**config.mk**
```make
export PLATFORM = sky130hd
export DESIGN_NAME = ppsjm_ctrl
export DESIGN_NICKNAME = d
export VERILOG_FILES = /design/src/rtl/ppsjm_pkg.sv /design/src/rtl/ppsjm_ctrl.sv
export SDC_FILE = /design/constraint.sdc
export NUM_CORES = 1
export LEC_CHECK = 0
export ABC_AREA = 1
export BUFFER_PORTS_ARGS = -buffer_cell sky130_fd_sc_hd__buf_4
export CAP_MARGIN = 20
export CORE_MARGIN = 3
export CORE_UTILIZATION = 38
export DETAILED_ROUTE_END_ITERATION = 6
export GPL_TIMING_DRIVEN = 0
export HOLD_SLACK_MARGIN = 0.03
export PLACE_DENSITY = 0.7
export SETUP_SLACK_MARGIN = 0.2
export SYNTH_ARGS = -nofsm -noshare
export SYNTH_HDL_FRONTEND = slang
export SYNTH_SLANG_ARGS = --single-unit
```
**constraint.sdc**
```tcl
create_clock -name clk -period 1.6 [get_ports clk]
set_input_delay 0.16 -clock clk [delete_from_list [all_inputs] [get_ports clk]]
set_output_delay 0.16 -clock clk [all_outputs]
set_load 0.02 [all_outputs]
```
**src/rtl/ppsjm_pkg.sv**
```systemverilog
// Package for the pulse period and jitter monitor: widths, codes, command types.
// No dependencies.
`default_nettype none
package ppsjm_pkg;
  localparam int RING_DEPTH = 64;
  localparam int RING_AW = $clog2(RING_DEPTH);
  localparam int CNT_W = RING_AW + 1;
  localparam logic [31:0] NOMINAL_RST = 32'd1000000;
  localparam logic [19:0] TOL_RST = 20'd100;
  localparam logic [31:0] PRES_RST = 32'd2000000;
  localparam logic [31:0] MIN_EDGES = 32'd3;
  localparam logic [31:0] SD_LIMIT = 32'd2147483;
  localparam logic [31:0] JIT_NONE = 32'hFFFF_FFFF;
  localparam logic [31:0] JIT_SAT = 32'h7FFF_FFFF;

  localparam logic OP_EDGE = 1'b0;
  localparam logic OP_QUERY = 1'b1;

  localparam logic [1:0] REG_NOMINAL = 2'd0;
  localparam logic [1:0] REG_TOL = 2'd1;
  localparam logic [1:0] REG_PRES = 2'd2;

  typedef struct packed {
    logic clr_scan;   // clear accumulators and scan counter
    logic rd_ring;    // read ring pair at scan index
    logic acc_sum;    // accumulate period sum
    logic acc_sq;     // accumulate squared deviation
    logic div_start;  // start a 64/CNT divide
    logic div_var;    // 0: mean divide, 1: variance divide
    logic sqrt_start; // start the root iteration
    logic sqrt_step;  // one root step, two radicand bits
    logic mul_start;  // scale root by 1000
    logic do_edge;    // apply an edge item
    logic do_query;   // capture query scalars
    logic finish;     // present the result
  } ppsjm_cmd_t;

  typedef struct packed {
    logic scan_done;
    logic div_busy;
    logic sqrt_done;
    logic too_few;
    logic enough_edges;
  } ppsjm_sts_t;
endpackage
`default_nettype wire

```
**src/rtl/ppsjm_ctrl.sv**
```systemverilog
// Controller sequencing edges, queries and the jitter computation.
// Uses ppsjm_pkg.
`default_nettype none
module ppsjm_ctrl (
  input  wire logic                  clk,
  input  wire logic                  rst,
  input  wire logic                  in_valid,
  input  wire logic                  in_op,
  output logic                       in_ready,
  input  wire logic                  out_free,
  output logic                       is_query,
  output ppsjm_pkg::ppsjm_cmd_t      cmd,
  input  wire ppsjm_pkg::ppsjm_sts_t sts
);
  import ppsjm_pkg::*;

  typedef enum logic [9:0] {
    S_IDLE = 10'b0000000001, S_SCAN1 = 10'b0000000010, S_MEAN = 10'b0000000100,
    S_MWAIT = 10'b0000001000, S_SCAN2 = 10'b0000010000, S_VAR = 10'b0000100000,
    S_VWAIT = 10'b0001000000, S_ROOT = 10'b0010000000, S_MUL = 10'b0100000000,
    S_DONE = 10'b1000000000
  } state_t;

  state_t state, state_next;
  logic [1:0] wcnt;

  assign in_ready = (state == S_IDLE);

  always_comb begin
    cmd = '0;
    state_next = state;
    unique case (state)
      S_IDLE: if (in_valid && in_ready) begin
        if (in_op == OP_EDGE) begin
          cmd.do_edge = 1'b1;
          state_next = S_DONE;
        end else begin
          cmd.do_query = 1'b1;
          cmd.clr_scan = 1'b1;
          state_next = S_SCAN1;
        end
      end
      S_SCAN1: begin
        cmd.acc_sum = 1'b1;
        if (!sts.scan_done) cmd.rd_ring = 1'b1;
        else if (wcnt == 2'd1) state_next = S_MEAN;
      end
      S_MEAN: begin
        if (!sts.enough_edges || sts.too_few) state_next = S_DONE;
        else begin
          cmd.div_start = 1'b1;
          state_next = S_MWAIT;
        end
      end
      S_MWAIT: if (!sts.div_busy && wcnt == 2'd2) begin
        cmd.clr_scan = 1'b1;
        cmd.acc_sq = 1'b1;
        state_next = S_SCAN2;
      end
      S_SCAN2: begin
        cmd.acc_sq = 1'b1;
        if (!sts.scan_done) cmd.rd_ring = 1'b1;
        else if (wcnt == 2'd1) state_next = S_VAR;
      end
      S_VAR: begin
        cmd.div_start = 1'b1;
        cmd.div_var = 1'b1;
        state_next = S_VWAIT;
      end
      S_VWAIT: if (!sts.div_busy && wcnt == 2'd2) begin
        cmd.sqrt_start = 1'b1;
        state_next = S_ROOT;
      end
      S_ROOT: begin
        cmd.sqrt_step = 1'b1;
        if (sts.sqrt_done) state_next = S_MUL;
      end
      S_MUL: begin
        cmd.mul_start = 1'b1;
        state_next = S_DONE;
      end
      // The result is handed over once the output register is free.
      S_DONE: if (out_free) begin
        cmd.finish = 1'b1;
        state_next = S_IDLE;
      end
      default: state_next = S_IDLE;
    endcase
  end

  // wcnt counts the cycles since the last ring read, divider step or state change, and saturates.
  always_ff @(posedge clk) begin
    if (rst) begin
      state <= S_IDLE;
      wcnt <= '0;
      is_query <= 1'b0;
    end else begin
      state <= state_next;
      if (state_next != state || cmd.rd_ring || sts.div_busy) wcnt <= '0;
      else if (wcnt != 2'd3) wcnt <= wcnt + 2'd1;
      if (state == S_IDLE && in_valid && in_ready) is_query <= in_op;
    end
  end
endmodule
`default_nettype wire

```
---- Word-level counts from Yosys, hierarchy flattened ----
Cells that the tools add are included.
word-level totals
  register bits ........................... 13
  output and inout port bits .............. 14
  logic and storage cells ................. 59
  input bits .............................. 10
cells by class
  multiplexer cells ....................... 31
  eq/ne operators ......................... 14
  reduce and logical (&&, ||, !) cells .... 10
  add/subtract/negate cells ............... 1
operators by type and width
  operator                                                           number
  10-bit two-way mux                                                 11
  10-bit one-hot mux with 10 select lines                            1
  1-bit two-way mux                                                  14
  10-bit by 1-bit == test with 1-bit output (second input constant)  1
  10-bit == test (second input constant)                             1
  10-bit by 2-bit == test with 1-bit output (second input constant)  1
  10-bit by 3-bit == test with 1-bit output (second input constant)  1
  10-bit by 4-bit == test with 1-bit output (second input constant)  1
  10-bit by 5-bit == test with 1-bit output (second input constant)  1
  10-bit by 6-bit == test with 1-bit output (second input constant)  1
  10-bit by 7-bit == test with 1-bit output (second input constant)  1
  10-bit by 8-bit == test with 1-bit output (second input constant)  1
  10-bit by 9-bit == test with 1-bit output (second input constant)  1
  10-bit != test                                                     1
  1-bit one-hot mux with 2 select lines                              3
  2-bit two-way mux                                                  2
  2-bit OR reduction                                                 2
  1-bit logical AND                                                  3
  1-bit logical OR                                                   3
  2-bit by 1-bit adder with 2-bit output (second input constant)     1
  2-bit by 1-bit == test with 1-bit output (second input constant)   1
  2-bit == test (second input constant)                              1
  1-bit zero test                                                    2
  2-bit != test (second input constant)                              1

---- Logic depth before layout (Yosys ltp) ----
Gate-level depths: netlist of the first run.
  depth in word-level cells ............... 8
  mapped depth ............................ 13
  mapped depth without buffers ............ 13

---- Worst setup path after synthesis of the first run ----
No wires, ideal clock.
  path type ............................... reg2reg
  start point ............................. register state[8]
  end point ............................... register wcnt[0]
  path buffers ............................ 0
  setup time .............................. 0.116 ns
  path slack .............................. -0.079 ns
  arrival ................................. 1.563 ns
  stages on the path, launching flop included .. 13
  period minus slack after synthesis ...... 1.679 ns
  path through ............................ dfxtp_1 nor2_4 inv_1 nor2_2 inv_2 nor3_2 nand2_1 nand2_1 nor2_1 nand3_1 nor2_1 nand3_1 nor2_1
between the ends
  word-level cells in the longest chain between the ends .. 8
  elaborated cells between the ends (all ways) .. 27
  those cells by class .................... eq/ne (11); mux (11); reduce/logical (5)
RTL lines
  element                                    RTL line                            RTL
  start, declared                            ppsjm_ctrl.sv:24                    state_t state, state_next;
  start signal, assigned                     ppsjm_ctrl.sv:98                    state <= state_next;
  10-bit by 1-bit == test with 1-bit output  ppsjm_ctrl.sv:27, ppsjm_ctrl.sv:32
  1-bit logical AND                          ppsjm_ctrl.sv:33                    S_IDLE: if (in_valid && in_ready) begin
  10-bit two-way mux                         ppsjm_ctrl.sv:33
  10-bit one-hot mux with 10 select lines    ppsjm_ctrl.sv:32                    unique case (state)
  10-bit != test                             ppsjm_ctrl.sv:99                    if (state_next != state || cmd.rd_ring || sts.div_busy) wcnt <= '0;
  1-bit logical OR * (2 in series)           ppsjm_ctrl.sv:99
  2-bit OR reduction (no source line) *      n/a
  end signal, assigned                       ppsjm_ctrl.sv:100                   else if (wcnt != 2'd3) wcnt <= wcnt + 2'd1;
  end, declared                              ppsjm_ctrl.sv:25                    logic [1:0] wcnt;
Mark *: on every way between the ends. The rest lies on a longest branch, timed or not.
A chain may end at the register's enable or synchronous reset.

---- Worst setup path in the final report of the first run ----
  start point ............................. register state[3]
  end point ............................... register wcnt[1]
Same word-level chain as after synthesis.

==> reports/metrics.yaml, run 1 <==
die_area_um2: 3670
drive_gt1_share_pct: 55.8
synth-seq-cells: 13
asyncSetResetFlopFracSynth_pct: 0
pre_cts_ws_ns: -0.157
placed_cells_incl_taps: 241
fin_tns_setup_ns: -1.82
timing.critical_path.max_delay_family: "simple AND/OR/NAND/NOR gates"
dp_hpwl_um: 2360
detail_route.drc_violations: 0
placeableCoreArea_um2: 2810
antennaDiodeCount: 0
cp_data_arrival_time_ns: 2.04
min-delay-path-class: "primary input to register"
grt_pass1_vias: 1327
ff2ff_setup_slack_ns: -0.20
worst_path_max_delay_cell: "dfxtp_2"
drt-wirelength-per-cell_um: 14.7
failed_checks: "negative setup slack"
worst_hold_path.endpoint: "state[0]"
ff2ff_path_depth: 10
seq_area_frac_synth_pct: 23.0
r2r_start: "state[3]"
pin_count_of_the_biggest_net_entering_global_routing: 11
wire_length_of_the_first_global_routing_pass_um: 5710
pin_count: 24
placement.io_buffers: 23
timing.critical_path.fanout_max: 4
yosys_warnings: 0
route.vias.total: 1464
critical_path_type: "register to register"
synth_top_flop_cell: "dfxtp_1"
p_leak_nw: 0.940
drt_wl_total_um: 3990
r2r-end: "wcnt[1]"
layout.cells.non_filler: 271
drt_pre_antenna_iters: 4
fin_worst_skew_ns: 0.000596
global_route.usage.total_pct: 20.8
max-clock-path-buffers: 2
max_freq_ghz: 0.556
holdWs_ns: 0.138
antenna_found_initial: 0
totalPowerFinal_mw: 1.59
path_clk_slew_ns: 0.08
cts_inserted_buffers: 3
final-setup-viol-count: 16
clock-root-buffer: "clkbuf_4"
rsz0062_at_grt: "yes"
clock_sinks: 13
timing_hold_violations_final: 0
worst_pin_slew_ns: 0.595
final_layout_fill_cell_count: 227
postSynthCellCount: 187
hold_path.startpoint: "rst"
tritoncts_clock_tree: "yes"
finalNetCount: 254
synth_edf_count: 0
max-slew-margin-rel_pct: 60.3
drt-initial-drc-count: 95
routed_via_density: 5.40
fp.dieH_um: 60.6
post_synth.cell_area_avg_um2: 6.06
timing.critical_path.required_ns: 1.84
status: "complete, but fails checks"
min_delay_path_depth: 3
detail-route-antenna-nets: 0
ir_worst_vdd_uv: 729
post_cts_hold_buffer_count: 0
report.final.slew_viol_count: 0
pwr_density_cell_nw_per_um2: 833
synthDistinctLibCells: 28
effective_utilization_at_floorplan_pct: 40.4
grt_remaining_overflow: 0
synthesis.area_um2: 1130
timing.final.crit_share_pct: 112
worstPathCellList: "nor2_4, nand2_2, inv_4, nand4_1, nand3_1, o21ai_0, nand3b_1, nor2_2, nand3_2, nor2_1"
fp.dieW_um: 60.6
finalWorstSetupSlack_ns: -0.199
crit_path_start_kind: "register"
net_count_after_synthesis: 200
critical_path.max_stage_delay_ns: 0.41
post-route-min-period_ns: 1.80
worstSkewPairLatency_ns: 0.30
fp-row-count: 19
synthToLayoutAreaGrowth_pct: 67.8
timing.critical_path.to_type: "register"
clock_tree.htree_level_count: 1
path_buf_inv: 1
place_congestion: 0.870
maxCapViolations: 0
synth_stat cells, types with 2 or more instances:
master	count	area [µm²]
nor3_2	2	20.0
o211ai_1	2	15.0
nand2_2	5	31.3
nand2_1	41	154
nand4_1	5	31.3
inv_2	3	11.3
nand3_1	10	50.1
nand3_2	3	30.0
ha_1	3	37.5
nor3_1	4	20.0
a21oi_1	5	25.0
o21ai_0	8	40.0
inv_1	34	128
dfxtp_1	13	260
a211oi_1	2	15.0
nor2_4	5	56.3
nor2_2	2	12.5
nor2_1	30	113
cell type report:
| class | instances | area [µm²] | share of cell area (%) |
|---|---|---|---|
| plain buffers | 1 | 3.75 | 0.197 |
| clock buffers | 4 | 26.3 | 1.38 |
| inverters | 37 | 146 | 7.70 |
| multi-input cells | 136 | 973 | 51.2 |
| flip-flops and latches | 13 | 285 | 15.0 |
| well taps | 31 | 38.8 | 2.04 |
| repair buffers | 49 | 428 | 22.5 |
state kept, by name (all words and copies together) (netlist names):
| signal | cells |
|---|---|
| is_query | 1 |
| state | 10 |
| wcnt | 2 |
metal layers:
metal	share of wire, %	vias up	GRT usage [%]
li1	-	703	-
met1	36	670	26.5
met2	52	75	34.4
met3	8.2	16	2.55
met4	3.5	0	10.5
met5	0	-	0
how the worst max path moves through the flow:
stage | from | to | slack, ns | depth (start not counted)
floorplan | state[9] | wcnt[0] | 0.04 | 12
detailed placement | wcnt[1] | wcnt[1] | -0.16 | 11
global route | state[1] | wcnt[1] | -0.31 | 11
global placement | wcnt[1] | wcnt[0] | -0.16 | 11
finish | state[3] | wcnt[1] | -0.20 | 10
CTS | state[8] | cmd[7] | -0.11 | 8
metrics by stage:
stage,cell area (µm²),utilization (%)
after floorplan,1170,-
after global placement,1380,49.3
after detailed placement,1380,49.3
after CTS,1710,61.1
after global routing,1900,67.8
final,1900,67.8
cells by family (layout without fill, tap and decap cells):
kind of cell	count (synthesis)	count (layout)	synth area share [%]
and+or+nand+nor	112	112	49.9
buffers and inverters	38	91	12.6
AOI/OAI and AO/OA	20	20	10.5
DFF	13	13	23.0
adders and majority gates	3	3	3.31
xor gates and xnor gates	1	1	0.773
worst register-to-register path: stages, from the launching register on:
cell	delay, ns
dfxtp_2	0.41
nor2_4	0.06
nand2_2	0.11
inv_4	0.07
nand4_1	0.24
nand3_1	0.13
o21ai_0	0.21
nand3b_1	0.15
nor2_2	0.13
nand3_2	0.11
nor2_1	0.11
cell usage in the layout (no fill, tap or decap), types with 3 or more instances in the layout:
| cell | synthesis | final |
|---|---|---|
| nand4_1 | 5 | 5 |
| o21ai_0 | 8 | 7 |
| nor3_4 | 1 | 3 |
| nor2_2 | 2 | 7 |
| nand2_4 | 1 | 9 |
| buf_6 | 0 | 16 |
| nor2_1 | 30 | 17 |
| nand2_1 | 41 | 25 |
| nand2_2 | 5 | 13 |
| dfxtp_2 | 0 | 5 |
| nor2_4 | 5 | 13 |
| inv_2 | 3 | 10 |
| nand3_1 | 10 | 6 |
| buf_4 | 0 | 33 |
| nand3_2 | 3 | 5 |
| clkbuf_4 | 0 | 3 |
| dfxtp_4 | 0 | 5 |
| inv_1 | 34 | 24 |
| nor3_1 | 4 | 4 |
| a21oi_1 | 5 | 4 |
| dfxtp_1 | 13 | 3 |
| inv_4 | 0 | 3 |
timing repair:
item                       CTS  global route
buffers inserted            19             7
hold endpoints to repair     0             0
pin swaps                   16            28
gates resized for setup     53            41
setup endpoints to repair   21            21
report_power, final:
group          leakage [nW]  total, mW  switching (mW)  internal (mW)
combinational         0.814      0.975           0.542          0.433
clock                0.0150      0.224           0.126         0.0974
sequential            0.111      0.387          0.0358          0.351
total                 0.940       1.59           0.704          0.881
No activity file was read; power rests on OpenSTA's default activity.
==> run 2, diff against run 1 <==
==> constraint.sdc (replaced) <==
create_clock -name clk -period 1.6 [get_ports clk]
set_input_delay 0.08 -clock clk [delete_from_list [all_inputs] [get_ports clk]]
set_output_delay 0.08 -clock clk [all_outputs]
set_load 0.01 [all_outputs]
==> run 2 against run 1 <==
The run still ends with negative setup slack left. Critical path depth is the same. Critical path type unchanged. Clock power shrank 3%. Highest routed layer unchanged. Clock skew grew 0.0028 ns. Critical endpoint unchanged. Sequential power is essentially flat. Total power shrank 19%.
==> reports/metrics.yaml, run 2 (synthesis results as in run 1) <==
max-clock-path-buffers: 2  # unchanged
timing.critical_path.fanout_max: 6  # was 4
report.final.slew_viol_count: 0  # unchanged
tritoncts_clock_tree: "yes"  # unchanged
finalNetCount: 247  # was 254
status: "complete, but fails checks"  # unchanged
failed_checks: "negative setup slack"  # unchanged
ir_worst_vdd_uv: 625  # was 729 µV
path_buf_inv: 0  # was 1
pin_count: 24  # unchanged
pwr_density_cell_nw_per_um2: 745  # was 833 nW/µm²
layout_common_cells: "34 x buf_4, 27 x nand2_1, 25 x inv_1, 22 x nor2_1, 15 x nand2_2"  # was 33 x buf_4, 25 x nand2_1, 24 x inv_1, 17 x nor2_1, 16 x buf_6
final_common_cell: "buf_4"  # unchanged
post_cts_hold_buffer_count: 0  # unchanged
layout.cells.non_filler: 264  # was 271
rsz0062_at_grt: "yes"  # unchanged
global_route.usage.total_pct: 19.3  # was 20.8%
final_layout_fill_cell_count: 258  # was 227
fin_worst_skew_ns: 0.00337  # was 0.000596 ns
final-setup-viol-count: 10  # was 16
critical_path_type: "register to register"  # unchanged
multi_input_comb_area_um2: 880  # was 973 µm²
drt_pre_antenna_iters: 4  # unchanged
min-delay-path-class: "primary input to register"  # unchanged
route.vias.total: 1360  # was 1464
cp-endpoint: "wcnt[1]"  # unchanged
synthToLayoutAreaGrowth_pct: 51.3  # was 67.8%
timing.critical_path.max_delay_family: "simple AND/OR/NAND/NOR gates"  # unchanged
totalPowerFinal_mw: 1.28  # was 1.59 mW
ff2ff_path_depth: 10  # unchanged
crit_path_start_kind: "register"  # unchanged
largest_register_ffs: 10  # unchanged
path_clk_slew_ns: 0.08  # about the same
antenna_found_initial: 0  # unchanged
fp.dieW_um: 60.6  # unchanged
placed_cells_incl_taps: 241  # unchanged
place_congestion: 0.888  # was 0.870
maxCapViolations: 0  # unchanged
detail_route.drc_violations: 0  # unchanged
drt_wl_total_um: 3480  # was 3990 µm
max-slew-margin-rel_pct: 65.6  # was 60.3%
die_area_um2: 3670  # unchanged
critical_path.max_stage_delay_ns: 0.43  # was 0.41 ns
fp.dieH_um: 60.6  # unchanged
detail-route-antenna-nets: 0  # unchanged
max_freq_ghz: 0.564  # was 0.556 GHz
timing.critical_path.to_type: "register"  # unchanged
timing.critical_path.required_ns: 1.83  # was 1.84 ns
dp_hpwl_um: 2400  # was 2360 µm
grt_remaining_overflow: 0  # unchanged
effective_utilization_at_floorplan_pct: 40.4  # unchanged
wire_length_of_the_first_global_routing_pass_um: 5220  # was 5710 µm
drt-wirelength-per-cell_um: 13.2  # was 14.7 µm
antennaDiodeCount: 0  # unchanged
largest_registers: "state (10), wcnt (2), is_query (1)"  # unchanged
seq_area_um2: 278  # was 285 µm²
timing.final.crit_share_pct: 111  # was 112%
drive_gt1_share_pct: 48.9  # was 55.8%
r2r_start: "state[4]"  # was state[3]
holdWs_ns: 0.0497  # was 0.138 ns
clock-root-buffer: "clkbuf_4"  # unchanged
clock_tree.htree_level_count: 1  # unchanged
finalWorstSetupSlack_ns: -0.172  # was -0.199 ns
registers.top_by_ff_count: "state"  # unchanged
worstSkewPairLatency_ns: 0.29  # was 0.30 ns
post-route-min-period_ns: 1.77  # was 1.80 ns
ff2ff_setup_slack_ns: -0.17  # was -0.20 ns
fp-row-count: 19  # unchanged
placement.io_buffers: 23  # unchanged
worst_pin_slew_ns: 0.517  # was 0.595 ns
routed_via_density: 5.15  # was 5.40
timing.critical_path.from: "state[4]"  # was state[3]
timing_hold_violations_final: 0  # unchanged
worstPathCellList: "nor2_4, nand2_4, nor2_4, nand4_1, nand3_1, o21ai_0, nand3b_1, nor2_1, nand3_2, nor2_1"  # was nor2_4, nand2_2, inv_4, nand4_1, nand3_1, o21ai_0, nand3b_1, nor2_2, nand3_2, nor2_1
clock_sinks: 13  # unchanged
critical_path_cell_count: 10  # unchanged
drt-initial-drc-count: 63  # was 95
p_leak_nw: 0.854  # was 0.940 nW
placeableCoreArea_um2: 2810  # unchanged
r2r-end: "wcnt[1]"  # unchanged
pre_cts_ws_ns: -0.161  # was -0.157 ns
cts_inserted_buffers: 3  # unchanged
pin_count_of_the_biggest_net_entering_global_routing: 11  # unchanged
grt_pass1_vias: 1167  # was 1327
cp_data_arrival_time_ns: 2.00  # was 2.04 ns
worst_path_max_delay_cell: "dfxtp_2"  # unchanged
[run 2: layout make-up]
class | count | area share [%]
tap | 31 | 2.26
clock buffer | 4 | 1.53
sequential | 13 | 16.2
buffer | 1 | 0.219
inverter | 37 | 8.39
multi-input combinational | 136 | 51.3
timing repair buffer | 42 | 20.1
[run 2: metrics by stage]
stage	area, µm²	setup TNS, ns	utilization (%)
2_1_floorplan	1150	0	-
6_report	1720	-0.869	61.2
3_3_place_gp	1360	-0.342	48.5
5_1_grt	1720	-1.86	61.2
3_5_place_dp	1360	-0.315	48.5
4_1_cts	1610	-0.458	57.4
[run 2: worst min path at each step]
stage | cells after the start | start | to
finish | 3 | sts[2] | state[8]
CTS | 3 | rst | state[0]
global route | 3 | sts[2] | state[8]
global placement | 3 | rst | state[0]
detailed placement | 3 | rst | state[0]
floorplan | 2 | rst | state[0]
[run 2: power by group]
| part | leakage, nW | internal [mW] | total [mW] | switching (mW) |
|---|---|---|---|---|
| clock network | 0.0150 | 0.0971 | 0.217 | 0.120 |
| registers | 0.110 | 0.353 | 0.386 | 0.0325 |
| logic | 0.729 | 0.275 | 0.675 | 0.400 |
| total | 0.854 | 0.726 | 1.28 | 0.552 |
[run 2: worst register-to-register path, stage by stage, from the launching register on]
cell	delay (ns)
dfxtp_2	0.43
nor2_4	0.06
nand2_4	0.13
nor2_4	0.05
nand4_1	0.20
nand3_1	0.10
o21ai_0	0.25
nand3b_1	0.15
nor2_1	0.13
nand3_2	0.10
nor2_1	0.11
[run 2: per-layer routing]
metal | GRT usage [%] | routed length, µm | up-vias
met5 | 0 | 0 | -
met1 | 24.5 | 1490 | 604
li1 | - | - | 690
met4 | 12.7 | 146 | 0
met2 | 30.1 | 1650 | 51
met3 | 3.19 | 188 | 15
[run 2: timing repair]
| action | in CTS | in global routing |
|---|---|---|
| setup endpoints to repair | 20 | 22 |
| hold endpoints to repair | 0 | 0 |
| gates resized for setup | 43 | 24 |
| setup buffers | 14 | 5 |
| pin swaps | 19 | 14 |
| gates cloned | 0 | 0 |
==> run 3, diff against run 2 <==
Settings changed: CORE_UTILIZATION 38 to 54, PLACE_DENSITY 0.7 to 0.9.
==> run 3 against run 2 <==
Maximum frequency decreased by 5.3%. Final area increased by 2.0%. Critical path type unchanged. Combinational power rose by 22%. Critical endpoint is now wcnt[0]. The run ends with design-rule violations, negative setup slack left. Highest routed layer unchanged. Count of clock-buffer cells in the layout did not move. Via count is 23% higher.
==> reports/metrics.yaml, run 3 (synthesis results as in run 1) <==
effective_utilization_at_floorplan_pct: 61.0  # was 40.4%
crit_path_start_kind: "register"  # unchanged
final-setup-viol-count: 10  # unchanged
max-clock-path-buffers: 2  # unchanged
dp_hpwl_um: 2420  # was 2400 µm
timing.final.crit_share_pct: 117  # was 111%
finalWorstSetupSlack_ns: -0.272  # was -0.172 ns
path_clk_slew_ns: 0.10  # was 0.08 ns
fp-row-count: 15  # was 19
drt_pre_antenna_iters: 7  # was 4
layout_common_cells: "34 x buf_4, 30 x nand2_1, 23 x inv_1, 18 x nor2_1"  # was 34 x buf_4, 27 x nand2_1, 25 x inv_1, 22 x nor2_1, 15 x nand2_2
maxUsedRoutingLayer: "met4"  # unchanged
max-slew-margin-rel_pct: 55.5  # was 65.6%
pin_count_of_the_biggest_net_entering_global_routing: 11  # unchanged
worst_pin_slew_ns: 0.667  # was 0.517 ns
drt-wirelength-per-cell_um: 20.6  # was 13.2 µm
wire_length_of_the_first_global_routing_pass_um: 6530  # was 5220 µm
largest_register_ffs: 10  # unchanged
max_freq_ghz: 0.534  # was 0.564 GHz
worstSkewPairLatency_ns: 0.30  # was 0.29 ns
place_congestion: 0.968  # was 0.888
final_layout_fill_cell_count: 63  # was 258
post_cts_hold_buffer_count: 0  # unchanged
grt_pass1_vias: 1425  # was 1167
status: "complete, but fails checks"  # unchanged
cp_data_arrival_time_ns: 2.11  # was 2.00 ns
routed_via_density: 6.53  # was 5.15
finalNetCount: 246  # was 247
pre_cts_ws_ns: -0.177  # was -0.161 ns
path_buf_inv: 1  # was 0
failed_checks: "design-rule violations, negative setup slack"  # was negative setup slack
multi_input_comb_area_um2: 921  # was 880 µm²
pin_count: 24  # unchanged
detail-route-antenna-nets: 0  # unchanged
global_route.usage.total_pct: 33.5  # was 19.3%
final_common_cell: "buf_4"  # unchanged
clock-root-buffer: "clkbuf_4"  # unchanged
placed_cells_incl_taps: 235  # was 241
maxCapViolations: 0  # unchanged
post-route-min-period_ns: 1.87  # was 1.77 ns
die_area_um2: 2680  # was 3670 µm²
report.final.slew_viol_count: 0  # unchanged
met2_wirelength_um: 2380  # was 1650 µm
pwr_density_cell_nw_per_um2: 837  # was 745 nW/µm²
registers.top_by_ff_count: "state"  # unchanged
fp.dieW_um: 51.8  # was 60.6 µm
antennaDiodeCount: 0  # unchanged
clock_tree.htree_level_count: 1  # unchanged
met3_length_um: 593  # was 188 µm
fin_tns_setup_ns: -1.81  # was -0.869 ns
timing_hold_violations_final: 0  # unchanged
placement.io_buffers: 23  # unchanged
timing.critical_path.required_ns: 1.84  # was 1.83 ns
route.vias.total: 1678  # was 1360
drive_gt1_share_pct: 53.0  # was 48.9%
seq_area_um2: 280  # was 278 µm²
timing.critical_path.to_type: "register"  # unchanged
critical_path_type: "register to register"  # unchanged
clock_sinks: 13  # unchanged
rsz0062_at_grt: "yes"  # unchanged
p_leak_nw: 0.856  # was 0.854 nW
timing.critical_path.max_delay_family: "simple AND/OR/NAND/NOR gates"  # unchanged
drt-initial-drc-count: 158  # was 63
antenna_found_initial: 0  # unchanged
fp.dieH_um: 51.8  # was 60.6 µm
worstPathCellList: "inv_1, nand2_1, nor3_2, nand2_1, o21ai_1, nor2_1, nor2_2, nand3_2, nor2_4, nand3_2, nor2_1"  # was nor2_4, nand2_4, nor2_4, nand4_1, nand3_1, o21ai_0, nand3b_1, nor2_1, nand3_2, nor2_1
critical_path.max_stage_delay_ns: 0.38  # was 0.43 ns
grt_remaining_overflow: 0  # unchanged
cts_inserted_buffers: 3  # unchanged
fin_worst_skew_ns: 0.00100  # was 0.00337 ns
drt_wl_total_um: 5310  # was 3480 µm
worst_path_max_delay_cell: "dfxtp_2"  # unchanged
placeableCoreArea_um2: 1860  # was 2810 µm²
holdWs_ns: 0.0743  # was 0.0497 ns
detail_route.drc_violations: 2  # was 0
ir_worst_vdd_uv: 909  # was 625 µV
totalPowerFinal_mw: 1.46  # was 1.28 mW
layout.cells.non_filler: 257  # was 264
largest_registers: "state (10), wcnt (2), is_query (1)"  # unchanged
wire_length_on_met1_um: 1860  # was 1490 µm
tritoncts_clock_tree: "yes"  # unchanged
timing.critical_path.fanout_max: 5  # was 6
min-delay-path-class: "primary input to register"  # unchanged
synthToLayoutAreaGrowth_pct: 54.3  # was 51.3%
## run 3: report_power, final
group / switching (mW) / total (mW) / internal [mW]
combinational: 0.505 / 0.826 / 0.321
clock: 0.139 / 0.237 / 0.0972
sequential: 0.0426 / 0.400 / 0.358
## run 3: worst paths after layout
kind	from	endpoint	slack, ns	cells past startpoint
worst max-delay path	state[7]	wcnt[0]	-0.27	11
worst min-delay path	rst	state[0]	0.07	3
worst min register to register	is_query	is_query	0.50	2
worst max register to register	state[7]	wcnt[0]	-0.27	11
## run 3: metrics by stage
step | cell area (µm²) | util (%)
floorplan | 1150 | -
global placement | 1350 | 72.8
detailed placement | 1350 | 72.8
CTS | 1660 | 89.4
global route | 1750 | 94.1
finish | 1750 | 94.1
## run 3: final cells by class
class                           instances  share of cell area (%)
Timing Repair Buffer                   41                    19.6
Inverter                               37                    8.23
Tap cell                               25                    1.79
Sequential cell                        13                    16.0
Buffer                                  1                   0.215
Multi-Input combinational cell        136                    52.6
Clock buffer                            4                    1.50
## run 3: repair_timing
action                     4_1_cts  5_1_grt
cloned                           0        0
hold endpoints to repair         0        0
setup endpoints to repair       21       23
gates resized for setup         55       24
buffers inserted                15        3
pin swaps                       20       12
## run 3: worst reg2reg max path, cell delays in order, from the launching register on
cell and delay (ns):
dfxtp_2 0.38, inv_1 0.14, nand2_1 0.14, nor3_2 0.18
nand2_1 0.09, o21ai_1 0.18, nor2_1 0.11, nor2_2 0.18
nand3_2 0.12, nor2_4 0.10, nand3_2 0.08, nor2_1 0.11
## run 3: routing by layer
layer	GRT usage [%]	up-vias
li1	-	688
met1	38.5	735
met2	55.7	190
met3	6.30	65
met4	23.1	0
met5	0	-
